**src/rtl/arw_pkg.sv**
```systemverilog
package arw_pkg;

  // Width of one bitmap word and of the packet counter.
  localparam int unsigned WORD_W = 64;
  localparam int unsigned BIT_W  = 6;

  // Address width that covers the largest window (4096 bits, 64 words).
  localparam int unsigned ARW_ADDR_W = 6;

  // Disposition codes.
  typedef logic [1:0] disp_t;
  localparam disp_t DISP_FRESH     = 2'd0;
  localparam disp_t DISP_DUPLICATE = 2'd1;
  localparam disp_t DISP_TOO_OLD   = 2'd2;

  // Control of the bitmap store for one cycle.
  typedef struct packed {
    logic                  rd_en;
    logic [ARW_ADDR_W-1:0] rd_addr;
    logic                  wr_en;
    logic [ARW_ADDR_W-1:0] wr_addr;
    logic [WORD_W-1:0]     wr_data;
    logic                  clr;
  } mem_ctrl_t;

endpackage

```
**src/rtl/arw_if.sv**
```systemverilog
interface arw_in_if import arw_pkg::*; ();
  logic              valid;
  logic              ready;
  logic              mode;
  logic [WORD_W-1:0] counter;

  modport source (output valid, input ready, output mode, output counter);
  modport sink   (input valid, output ready, input mode, input counter);
endinterface

interface arw_out_if import arw_pkg::*; ();
  logic              valid;
  logic              ready;
  disp_t             disposition;
  logic              committed;
  logic              window_ready;
  logic [WORD_W-1:0] highest_seen;

  modport source (output valid, input ready, output disposition, output committed,
                  output window_ready, output highest_seen);
  modport sink   (input valid, output ready, input disposition, input committed,
                  input window_ready, input highest_seen);
endinterface

```
**src/rtl/arw_bitmap_ram.sv**
```systemverilog
module arw_bitmap_ram import arw_pkg::*; #(
  parameter int unsigned AW = 4
) (
  input  logic              clk,
  input  logic              rst_n,
  input  mem_ctrl_t         ctrl,
  output logic [WORD_W-1:0] rd_data
);

  localparam int unsigned DEPTH = 1 << AW;

  logic [WORD_W-1:0] mem [DEPTH];
  logic [DEPTH-1:0]  valid_r, valid_nxt;
  logic [WORD_W-1:0] rdata_r;
  logic              hit_r;

  logic [AW-1:0] rd_a;
  logic [AW-1:0] wr_a;

  assign rd_a = ctrl.rd_addr[AW-1:0];
  assign wr_a = ctrl.wr_addr[AW-1:0];

  // Word storage with a registered read port.
  always_ff @(posedge clk) begin
    if (ctrl.wr_en) begin
      mem[wr_a] <= ctrl.wr_data;
    end
    rdata_r <= mem[rd_a];
  end

  // A clear drops every flag; a write in the same cycle marks its word again.
  always_comb begin
    valid_nxt = ctrl.clr ? '0 : valid_r;
    if (ctrl.wr_en) begin
      valid_nxt[wr_a] = 1'b1;
    end
  end

  // One valid flag per word; a word never written since the last clear reads as zero.
  always_ff @(posedge clk) begin
    if (!rst_n) begin
      valid_r <= '0;
      hit_r   <= 1'b0;
    end else begin
      valid_r <= valid_nxt;
      hit_r   <= ctrl.rd_en && valid_r[rd_a];
    end
  end

  assign rd_data = hit_r ? rdata_r : '0;

endmodule

```
**src/rtl/arw_funnel.sv**
```systemverilog
module arw_funnel import arw_pkg::*; (
  input  logic [WORD_W-1:0] hi,
  input  logic [WORD_W-1:0] lo,
  input  logic [BIT_W-1:0]  amount,
  output logic [WORD_W-1:0] result
);

  logic [2*WORD_W-1:0] joined;

  // Shift the word pair left and keep the upper word: the bits carried in
  // come from the top of the lower word.
  always_comb begin
    joined = {hi, lo} << amount;
    result = joined[2*WORD_W-1:WORD_W];
  end

endmodule

```
**src/rtl/anti_replay_window_check_commit.sv**
```systemverilog
// Channel  Direction  Fields
// in_ch    sink       mode, counter
// out_ch   source     disposition, committed, window_ready, highest_seen
//
// A check, or a commit that needs no slide, passes from acceptance to the result register
// through the distance, word read, judge and output load steps.
// A commit that slides the bitmap adds an advance step and a word-by-word slide through the
// bitmap's read and write ports and the funnel shifter; an advance of a full window or more restarts it.
// Reset clears the window state and valid flags at once; no clearing pass is needed.
// in_ch is ready only while idle; a result waiting on out_ch stalls the next load.
module anti_replay_window_check_commit import arw_pkg::*; #(
  parameter int unsigned WINDOW_BITS = 1024
) (
  input  logic     clk,
  input  logic     rst_n,
  arw_in_if.sink   in_ch,
  arw_out_if.source out_ch
);

  localparam int unsigned WORDS = (WINDOW_BITS + WORD_W - 1) / WORD_W;
  localparam int unsigned AW    = (WORDS > 1) ? $clog2(WORDS) : 1;
  localparam int unsigned IW    = $clog2(WORDS + 2);

  typedef enum logic [6:0] {
    S_IDLE  = 7'b0000001,
    S_DIST  = 7'b0000010,
    S_READ  = 7'b0000100,
    S_JUDGE = 7'b0001000,
    S_ADV   = 7'b0010000,
    S_SWEEP = 7'b0100000,
    S_DONE  = 7'b1000000
  } state_t;

  state_t            state_r, state_nxt;
  logic              mode_r, mode_nxt;
  logic [WORD_W-1:0] counter_r, counter_nxt;
  logic [WORD_W-1:0] diff_r, diff_nxt;
  logic              above_r, above_nxt;
  logic [WORD_W-1:0] highest_r, highest_nxt;
  logic              started_r, started_nxt;
  disp_t             disp_r, disp_nxt;
  logic              com_r, com_nxt;
  logic [WORD_W-1:0] hi_r, hi_nxt;
  logic [IW-1:0]     i_r, i_nxt;

  logic              out_valid_r, out_valid_nxt;
  disp_t             out_disp_r, out_disp_nxt;
  logic              out_com_r, out_com_nxt;
  logic              out_ready_r, out_ready_nxt;
  logic [WORD_W-1:0] out_high_r, out_high_nxt;

  mem_ctrl_t         ctrl;
  logic [WORD_W-1:0] rd_data;
  logic [WORD_W-1:0] shifted;

  logic [WORD_W-1:0] sub_a, sub_b;
  logic [WORD_W:0]   sub_res;
  logic              too_old;
  logic              seen;
  disp_t             judged;
  logic [AW-1:0]     lim;
  logic [IW-1:0]     dst_full;
  logic [AW-1:0]     dst;
  logic              out_free;

  // Shared subtractor: distance below the highest, or the advance above it.
  always_comb begin
    sub_a   = (state_r == S_ADV) ? counter_r : highest_r;
    sub_b   = (state_r == S_ADV) ? highest_r : counter_r;
    sub_res = {1'b0, sub_a} - {1'b0, sub_b};
  end

  // Classification from the registered distance and the word read back.
  always_comb begin
    too_old = diff_r >= WORD_W'(WINDOW_BITS);
    seen    = rd_data[diff_r[BIT_W-1:0]];
    if (!started_r || above_r) begin
      judged = DISP_FRESH;
    end else if (too_old) begin
      judged = DISP_TOO_OLD;
    end else if (seen) begin
      judged = DISP_DUPLICATE;
    end else begin
      judged = DISP_FRESH;
    end
  end

  // Slide addressing: reads walk down from the top source word; writes trail behind the reads.
  always_comb begin
    lim      = AW'(WORDS - 1) - diff_r[BIT_W +: AW];
    dst_full = IW'(WORDS + 1) - i_r;
    dst      = dst_full[AW-1:0];
  end

  arw_funnel u_funnel (
    .hi     (hi_r),
    .lo     (rd_data),
    .amount (diff_r[BIT_W-1:0]),
    .result (shifted)
  );

  arw_bitmap_ram #(
    .AW (AW)
  ) u_ram (
    .clk     (clk),
    .rst_n   (rst_n),
    .ctrl    (ctrl),
    .rd_data (rd_data)
  );

  assign out_free = !out_valid_r || out_ch.ready;

  // Sequencer.
  always_comb begin
    state_nxt   = state_r;
    mode_nxt    = mode_r;
    counter_nxt = counter_r;
    diff_nxt    = diff_r;
    above_nxt   = above_r;
    highest_nxt = highest_r;
    started_nxt = started_r;
    disp_nxt    = disp_r;
    com_nxt     = com_r;
    hi_nxt      = hi_r;
    i_nxt       = i_r;
    ctrl        = '0;

    case (state_r)
      S_IDLE: begin
        if (in_ch.valid) begin
          mode_nxt    = in_ch.mode;
          counter_nxt = in_ch.counter;
          state_nxt   = S_DIST;
        end
      end
      S_DIST: begin
        diff_nxt  = sub_res[WORD_W-1:0];
        above_nxt = sub_res[WORD_W];
        state_nxt = S_READ;
      end
      S_READ: begin
        ctrl.rd_en   = 1'b1;
        ctrl.rd_addr = ARW_ADDR_W'(diff_r[BIT_W +: AW]);
        state_nxt    = S_JUDGE;
      end
      S_JUDGE: begin
        disp_nxt  = judged;
        com_nxt   = mode_r && (judged == DISP_FRESH);
        state_nxt = S_DONE;
        if (mode_r && (judged == DISP_FRESH)) begin
          if (!started_r) begin
            // First commit starts the window.
            ctrl.clr     = 1'b1;
            ctrl.wr_en   = 1'b1;
            ctrl.wr_data = WORD_W'(1);
            highest_nxt  = counter_r;
            started_nxt  = 1'b1;
          end else if (!above_r) begin
            // Inside the window: mark the counter's bit.
            ctrl.wr_en   = 1'b1;
            ctrl.wr_addr = ARW_ADDR_W'(diff_r[BIT_W +: AW]);
            ctrl.wr_data = rd_data | (WORD_W'(1) << diff_r[BIT_W-1:0]);
          end else begin
            state_nxt = S_ADV;
          end
        end
      end
      S_ADV: begin
        diff_nxt  = sub_res[WORD_W-1:0];
        i_nxt     = '0;
        state_nxt = S_SWEEP;
      end
      S_SWEEP: begin
        if (too_old) begin
          // Advance of a full window or more: start over with bit 0 alone.
          ctrl.clr     = 1'b1;
          ctrl.wr_en   = 1'b1;
          ctrl.wr_data = WORD_W'(1);
          highest_nxt  = counter_r;
          state_nxt    = S_DONE;
        end else begin
          if (IW'(lim) >= i_r) begin
            ctrl.rd_en   = 1'b1;
            ctrl.rd_addr = ARW_ADDR_W'(AW'(IW'(lim) - i_r));
          end
          hi_nxt = rd_data;
          if (i_r >= IW'(2)) begin
            ctrl.wr_en   = 1'b1;
            ctrl.wr_addr = ARW_ADDR_W'(dst);
            ctrl.wr_data = shifted | ((dst == '0) ? WORD_W'(1) : '0);
          end
          i_nxt = i_r + IW'(1);
          if (i_r == IW'(WORDS + 1)) begin
            highest_nxt = counter_r;
            state_nxt   = S_DONE;
          end
        end
      end
      S_DONE: begin
        if (out_free) begin
          state_nxt = S_IDLE;
        end
      end
      default: begin
        state_nxt = S_IDLE;
      end
    endcase
  end

  // Result register: loaded as the sequencer leaves its final state.
  always_comb begin
    out_valid_nxt = out_valid_r && !out_ch.ready;
    out_disp_nxt  = out_disp_r;
    out_com_nxt   = out_com_r;
    out_ready_nxt = out_ready_r;
    out_high_nxt  = out_high_r;
    if ((state_r == S_DONE) && out_free) begin
      out_valid_nxt = 1'b1;
      out_disp_nxt  = disp_r;
      out_com_nxt   = com_r;
      out_ready_nxt = started_r;
      out_high_nxt  = highest_r;
    end
  end

  always_ff @(posedge clk) begin
    if (!rst_n) begin
      state_r     <= S_IDLE;
      highest_r   <= '0;
      started_r   <= 1'b0;
      out_valid_r <= 1'b0;
      i_r         <= '0;
    end else begin
      state_r     <= state_nxt;
      highest_r   <= highest_nxt;
      started_r   <= started_nxt;
      out_valid_r <= out_valid_nxt;
      i_r         <= i_nxt;
    end
  end

  always_ff @(posedge clk) begin
    mode_r     <= mode_nxt;
    counter_r  <= counter_nxt;
    diff_r     <= diff_nxt;
    above_r    <= above_nxt;
    disp_r     <= disp_nxt;
    com_r      <= com_nxt;
    hi_r       <= hi_nxt;
    out_disp_r <= out_disp_nxt;
    out_com_r  <= out_com_nxt;
    out_ready_r <= out_ready_nxt;
    out_high_r <= out_high_nxt;
  end

  assign in_ch.ready         = (state_r == S_IDLE);
  assign out_ch.valid        = out_valid_r;
  assign out_ch.disposition  = out_disp_r;
  assign out_ch.committed    = out_com_r;
  assign out_ch.window_ready = out_ready_r;
  assign out_ch.highest_seen = out_high_r;

  // A commit is only ever reported for a fresh counter, and leaves the window started.
  assert property (@(posedge clk) disable iff (!rst_n)
    out_ch.valid && out_ch.committed |-> (out_ch.disposition == DISP_FRESH) && out_ch.window_ready)
    else $error("commit reported for a non-fresh counter or unstarted window");

  // After a transaction is taken the block is busy in the following cycle.
  assert property (@(posedge clk) disable iff (!rst_n)
    in_ch.valid && in_ch.ready |=> !in_ch.ready)
    else $error("input accepted while the previous item was still in progress");

  // The slide never runs past its last destination word.
  assert property (@(posedge clk) disable iff (!rst_n)
    (state_r == S_SWEEP) |-> (i_r <= IW'(WORDS + 1)))
    else $error("slide step counter out of range");

  // Once started, the window stays started.
  assert property (@(posedge clk) disable iff (!rst_n)
    $past(started_r) |-> started_r)
    else $error("window lost its started flag");

endmodule
```
**src/flat_wrapper.sv**
```systemverilog
// flat-port wrapper written by rule: the top's interface ports become plain ports
module anti_replay_window_check_commit_flat import arw_pkg::*;
#(
  parameter int unsigned WINDOW_BITS = 1024
)
  (clk, rst_n, in_ch_valid, in_ch_ready, in_ch_mode, in_ch_counter, out_ch_valid, out_ch_ready, out_ch_disposition, out_ch_committed, out_ch_window_ready, out_ch_highest_seen);
  arw_in_if in_ch_i ();
  arw_out_if out_ch_i ();
  input  logic clk;
  input  logic rst_n;
  input wire logic [$bits(in_ch_i.valid)-1:0] in_ch_valid;
  output wire logic [$bits(in_ch_i.ready)-1:0] in_ch_ready;
  input wire logic [$bits(in_ch_i.mode)-1:0] in_ch_mode;
  input wire logic [$bits(in_ch_i.counter)-1:0] in_ch_counter;
  output wire logic [$bits(out_ch_i.valid)-1:0] out_ch_valid;
  input wire logic [$bits(out_ch_i.ready)-1:0] out_ch_ready;
  output wire logic [$bits(out_ch_i.disposition)-1:0] out_ch_disposition;
  output wire logic [$bits(out_ch_i.committed)-1:0] out_ch_committed;
  output wire logic [$bits(out_ch_i.window_ready)-1:0] out_ch_window_ready;
  output wire logic [$bits(out_ch_i.highest_seen)-1:0] out_ch_highest_seen;
  assign in_ch_i.valid = in_ch_valid;
  assign in_ch_ready = in_ch_i.ready;
  assign in_ch_i.mode = in_ch_mode;
  assign in_ch_i.counter = in_ch_counter;
  assign out_ch_valid = out_ch_i.valid;
  assign out_ch_i.ready = out_ch_ready;
  assign out_ch_disposition = out_ch_i.disposition;
  assign out_ch_committed = out_ch_i.committed;
  assign out_ch_window_ready = out_ch_i.window_ready;
  assign out_ch_highest_seen = out_ch_i.highest_seen;
  anti_replay_window_check_commit #(.WINDOW_BITS(WINDOW_BITS)) u_core (.clk(clk), .rst_n(rst_n), .in_ch(in_ch_i), .out_ch(out_ch_i));
endmodule
```
**config.mk**
```make
export PLATFORM = sky130hd
export DESIGN_NAME = anti_replay_window_check_commit_flat
export DESIGN_NICKNAME = d
export VERILOG_FILES = /design/src/rtl/arw_pkg.sv /design/src/rtl/arw_if.sv /design/src/rtl/arw_bitmap_ram.sv /design/src/rtl/arw_funnel.sv /design/src/rtl/anti_replay_window_check_commit.sv /design/src/flat_wrapper.sv
export SDC_FILE = /design/constraint.sdc
export NUM_CORES = 2
export LEC_CHECK = 0
export ABC_AREA = 0
export CORE_ASPECT_RATIO = 1.25
export CORE_MARGIN = 1.5
export CORE_UTILIZATION = 60
export CTS_BUF_LIST = sky130_fd_sc_hd__clkbuf_4
export CTS_CLUSTER_SIZE = 20
export DETAILED_ROUTE_END_ITERATION = 12
export DONT_BUFFER_PORTS = 1
export PLACE_DENSITY_LB_ADDON = 0.05
export SLEW_MARGIN = 30
export SYNTH_ARGS = -nofsm -noshare
export SYNTH_HDL_FRONTEND = slang
export SYNTH_SLANG_ARGS = --single-unit
```
**constraint.sdc**
```tcl
create_clock -name clk -period 6.6 [get_ports clk]
set_clock_uncertainty 0.2 [all_clocks]
set_input_delay 0 -clock clk [delete_from_list [all_inputs] [get_ports clk]]
set_output_delay 0 -clock clk [all_outputs]
set_load 0.005 [all_outputs]
```
==> summary.md <==
Maximum clock rate: 0.184 GHz. Once routing completed, OpenROAD measured the worst setup slack at 1.16 ns. Most used flip-flop cell after synthesis: sky130_fd_sc_hd__edfxtp_1. The final critical path time including I/O delays and setup is 5.44 ns, and the data arrival time of the critical path is 6.16 ns.

Before antenna repair, the detailed router went through 6 iterations. The die width works out to 305 µm. Summed over all layers, the global routing overflow is 0.

The tools report the detailed router's first-iteration violation count as 4785. The tools report the post-synthesis instance total as 5940. The insertion delay to the later sink of the worst-skew pair was 1.30 ns; the number of standard cells in the final layout excluding fillers was 8019. In this run the critical register-to-register path is captured at u_core.u_ram.mem[3][54]. Setup violations remaining at the end of the flow were counted as 0. The run finished with clean final reports.

The via count of the first global-routing pass is 49400, and the flop-to-flop setup slack is 1.16 ns. Met1 usage: 0.414. The logs give 6020 for the total nets after synthesis and 0.604 for the starting density of the core. Kind of launch point of the worst setup path: a flop. Input and output buffers added on the ports amount to 0.

Row generation in the floorplan step produced 138 rows. The startpoint identified for the worst hold timing path is in_ch_counter[39]. After filler insertion, the fill cell instance count of the layout stands at 8384. The end of the worst hold path is u_core.counter_r[39]. Count of final hold-check violations: 0. Number of antenna violations at the first check in global routing: 8. CTS placed an instance of sky130_fd_sc_hd__clkbuf_4 at the clock tree root. Using the TritonRoute via totals, the vias-per-cell ratio works out to 6.26. Depth of the CTS H-tree: 5. Dividing total power by cell area gives a power density of 234 nW/µm². Biggest fanout along the worst timing path: 85.

The HPWL reported at the end of detailed placement is 119000 µm. Before CTS, the worst setup slack after placement is 1.17 ns. The analysis attributes to cell leakage a power of 25.8 nW. Averaged over all synthesized cells, the footprint is 11.5 µm². The required time of the critical path came out at 7.32 ns. The congestion estimate from routability-driven global placement came to 1.07. After synthesis, the netlist uses 99 different library cells.

The top cell types in the final layout, fill and taps aside, are sky130_fd_sc_hd__edfxtp_1 (1289), sky130_fd_sc_hd__nand2_1 (991), sky130_fd_sc_hd__clkbuf_4 (530). Depth of the worst register-to-register path: 9. Setup repair after global routing left no endpoint under its margin. In this run the remaining antenna-violating nets after routing total 0.

The number of cells after detailed placement is 7174. TritonCTS built the clock tree. The run gives 195 µV as the maximum VDD drop.

The first global-routing pass estimated 295000 µm of wire. The die covers 116000 µm². The area after detailed placement was 70400 µm²; the met2 layer usage reported by global route was 0.560. The worst hold path cell count works out to 3. Entering global routing, the biggest net connects 164 pins. The number of enable-type register cells in the synthesized netlist was 1289; the maximum number of buffers from clock root to sink was 4.

Counting flops and latches in the post-synthesis netlist gives 1448. The overall fraction of global-route tracks in use was 0.336; the area occupied by registers was 41900 µm². The global routing usage on met3 is 0.0608, and the number of max-slew violations in the final report is 0.

The run gives 50200 as the count of vias placed by the detailed router. The share of flip-flops with an asynchronous set or reset after synthesis is 0, and the final net count is 6353. The region available for standard cell placement spans 113000 µm². The multi-input combinational cells in the finished layout cover a total of 24900 µm². In this run the cell area of the synthesized design comes to 68400 µm². Most heavily used metal layer in global routing: met2. The number of sinks handled by clock tree synthesis was 1448.

Commonest non-fill, non-tap cell in the layout: sky130_fd_sc_hd__edfxtp_1. The share of cells above drive strength 1 is 0.149. The tools report the number of post-CTS setup repair buffers as 0. Post-synthesis sequential area ratio: 0.613. The total clock buffers created by CTS is 358.

For this block, the routed nets add up to 197000 µm of wire. For the tightest slew margin relative to the limit, the log shows 0.258. The setup path with the least slack is of type reg2reg. With fillers left out, the area of the finished cells amounts to 77200 µm². The clock-pin slew reported for the worst setup and hold paths after clock tree synthesis was 0.08 ns; the number of maximum-capacitance violations was 0. After detailed routing, the average wire length per cell comes to 24.5 µm. The y dimension of the die came out at 380 µm.

The path class of the tightest hold or removal check is in2reg. Setup total negative slack on the finished layout was measured at 0 ns. Portion of the clock cycle consumed by the worst path in the final layout: 0.825. Compared with the post-synthesis result, the final layout area differs by 13.0%. For the pin with the worst max-slew slack, the measured transition is 1.10 ns.

The I/O pin count is 139, and the residual DRC count is 0. In this run the critical register-to-register path is launched from u_core.diff_r[0]. The Yosys step of the flow raised 0 warnings. STA classifies the critical path endpoint as a flop.
cells in the mapped netlist (10+ instances only):
master,number,area (µm²)
sky130_fd_sc_hd__o21a_1,13,97.6
sky130_fd_sc_hd__nor2b_1,100,626
sky130_fd_sc_hd__or2_2,13,81.3
sky130_fd_sc_hd__o211ai_1,33,248
sky130_fd_sc_hd__nor4_1,19,119
sky130_fd_sc_hd__a21boi_0,72,541
sky130_fd_sc_hd__mux2i_1,262,2620
sky130_fd_sc_hd__ha_1,10,125
sky130_fd_sc_hd__clkbuf_1,264,991
sky130_fd_sc_hd__edfxtp_1,1289,38700
sky130_fd_sc_hd__mux2_2,47,529
sky130_fd_sc_hd__nor2_1,509,1910
sky130_fd_sc_hd__nand3_1,172,861
sky130_fd_sc_hd__dfxtp_1,159,3180
sky130_fd_sc_hd__o21ai_0,346,1730
sky130_fd_sc_hd__and2_1,88,551
sky130_fd_sc_hd__xnor2_1,53,464
sky130_fd_sc_hd__a211oi_1,177,1330
sky130_fd_sc_hd__and3_1,145,907
sky130_fd_sc_hd__a21oi_1,315,1580
sky130_fd_sc_hd__inv_1,40,150
sky130_fd_sc_hd__a21o_1,12,90.1
sky130_fd_sc_hd__nand4_1,11,68.8
sky130_fd_sc_hd__a31oi_1,110,688
sky130_fd_sc_hd__a311oi_1,56,490
sky130_fd_sc_hd__nand2b_1,96,601
sky130_fd_sc_hd__buf_2,84,420
sky130_fd_sc_hd__mux4_2,102,2300
sky130_fd_sc_hd__nand2_1,992,3720
sky130_fd_sc_hd__or3_1,10,62.6
sky130_fd_sc_hd__xor2_1,32,280
sky130_fd_sc_hd__nor3_1,35,175
sky130_fd_sc_hd__buf_1,48,180
sky130_fd_sc_hd__o22ai_1,67,419
sky130_fd_sc_hd__o31ai_1,12,90.1
critical path, stage by stage, from the launching register on:
cell	delay (ns)
sky130_fd_sc_hd__edfxtp_1	0.37
sky130_fd_sc_hd__buf_12	0.43
sky130_fd_sc_hd__mux4_2	0.57
sky130_fd_sc_hd__mux4_2	0.58
sky130_fd_sc_hd__mux4_2	0.56
sky130_fd_sc_hd__a21oi_1	0.23
sky130_fd_sc_hd__o21ai_0	0.12
sky130_fd_sc_hd__or3_2	0.81
sky130_fd_sc_hd__buf_4	0.37
sky130_fd_sc_hd__o22ai_1	0.80
logic make-up after synthesis:
family | share of synthesized area
AND/OR/NAND/NOR | 0.145
flip-flops | 0.613
buffers and inverters | 0.0271
multiplexers | 0.0797
XOR/XNOR | 0.0111
AO/OA/AOI/OAI | 0.121
adder cells (fa/ha/maj) | 0.00271
final cells by class:
cell class                 count  share of cell area
antenna                        3           0.0000972
clock buffer                 530              0.0515
clock inverter               103             0.00869
inverter                      44             0.00219
multi-input combinational   4043               0.323
sequential                  1448               0.543
tap                         1470              0.0238
timing repair buffer         378              0.0485
power breakdown:
group	switching [mW]	internal [mW]
clock network	3.51	4.07
logic	0.324	0.243
registers	0.0510	9.90
total	3.88	14.2
what timing repair did:
action | CTS | global route
endpoints found under the setup margin | 0 | 0
endpoints found under the hold margin | 293 | 0
hold buffers | 209 | 0
resized for setup | 0 | 0
how the worst max path moves through the flow:
stage | start | endpoint | slack (ns) | depth (start not counted)
6_report | u_core.diff_r[0] | u_core.u_ram.mem[3][54] | 1.16 | 9
2_1_floorplan | u_core.diff_r[1] | u_core.u_ram.mem[15][0] | 0.05 | 12
5_1_grt | u_core.diff_r[0] | u_core.u_ram.mem[10][39] | 1.05 | 11
3_3_place_gp | u_core.diff_r[0] | u_core.u_ram.mem[10][35] | 1.35 | 9
4_1_cts | u_core.diff_r[0] | u_core.u_ram.mem[9][35] | 1.16 | 9
3_5_place_dp | u_core.diff_r[0] | u_core.u_ram.mem[11][35] | 1.17 | 9
sequential cells by signal (all words and copies together) (netlist names), 2 cells and up:
name                        count
u_core.disp_r                   2
u_core.out_ch.highest_seen     64
u_core.u_ram.rdata_r           64
u_core.highest_r               64
u_core.i_r                      5
u_core.u_ram.valid_r           16
u_core.state_r                  7
u_core.u_ram.mem             1024
u_core.diff_r                  64
u_core.counter_r               64
u_core.out_ch.disposition       2
u_core.hi_r                    64
metrics by stage:
step | hold WS [ns] | power [mW] | util
finish | 0.192 | 18.1 | 0.683
global route | 0.149 | 18.8 | 0.683
floorplan | -0.101 | 10.5 | -
global placement | -0.104 | 10.6 | 0.622
CTS | 0.0596 | 18.2 | 0.682
detailed placement | -0.101 | 10.6 | 0.622
metal layers:
metal  vias up  routed length [µm]
li1      22900                   -
met4         4               10700
met3       489               14000
met1     24500               74900
met2      2226               97000
met5         -                  30
Power figures use the tool's default switching activity.
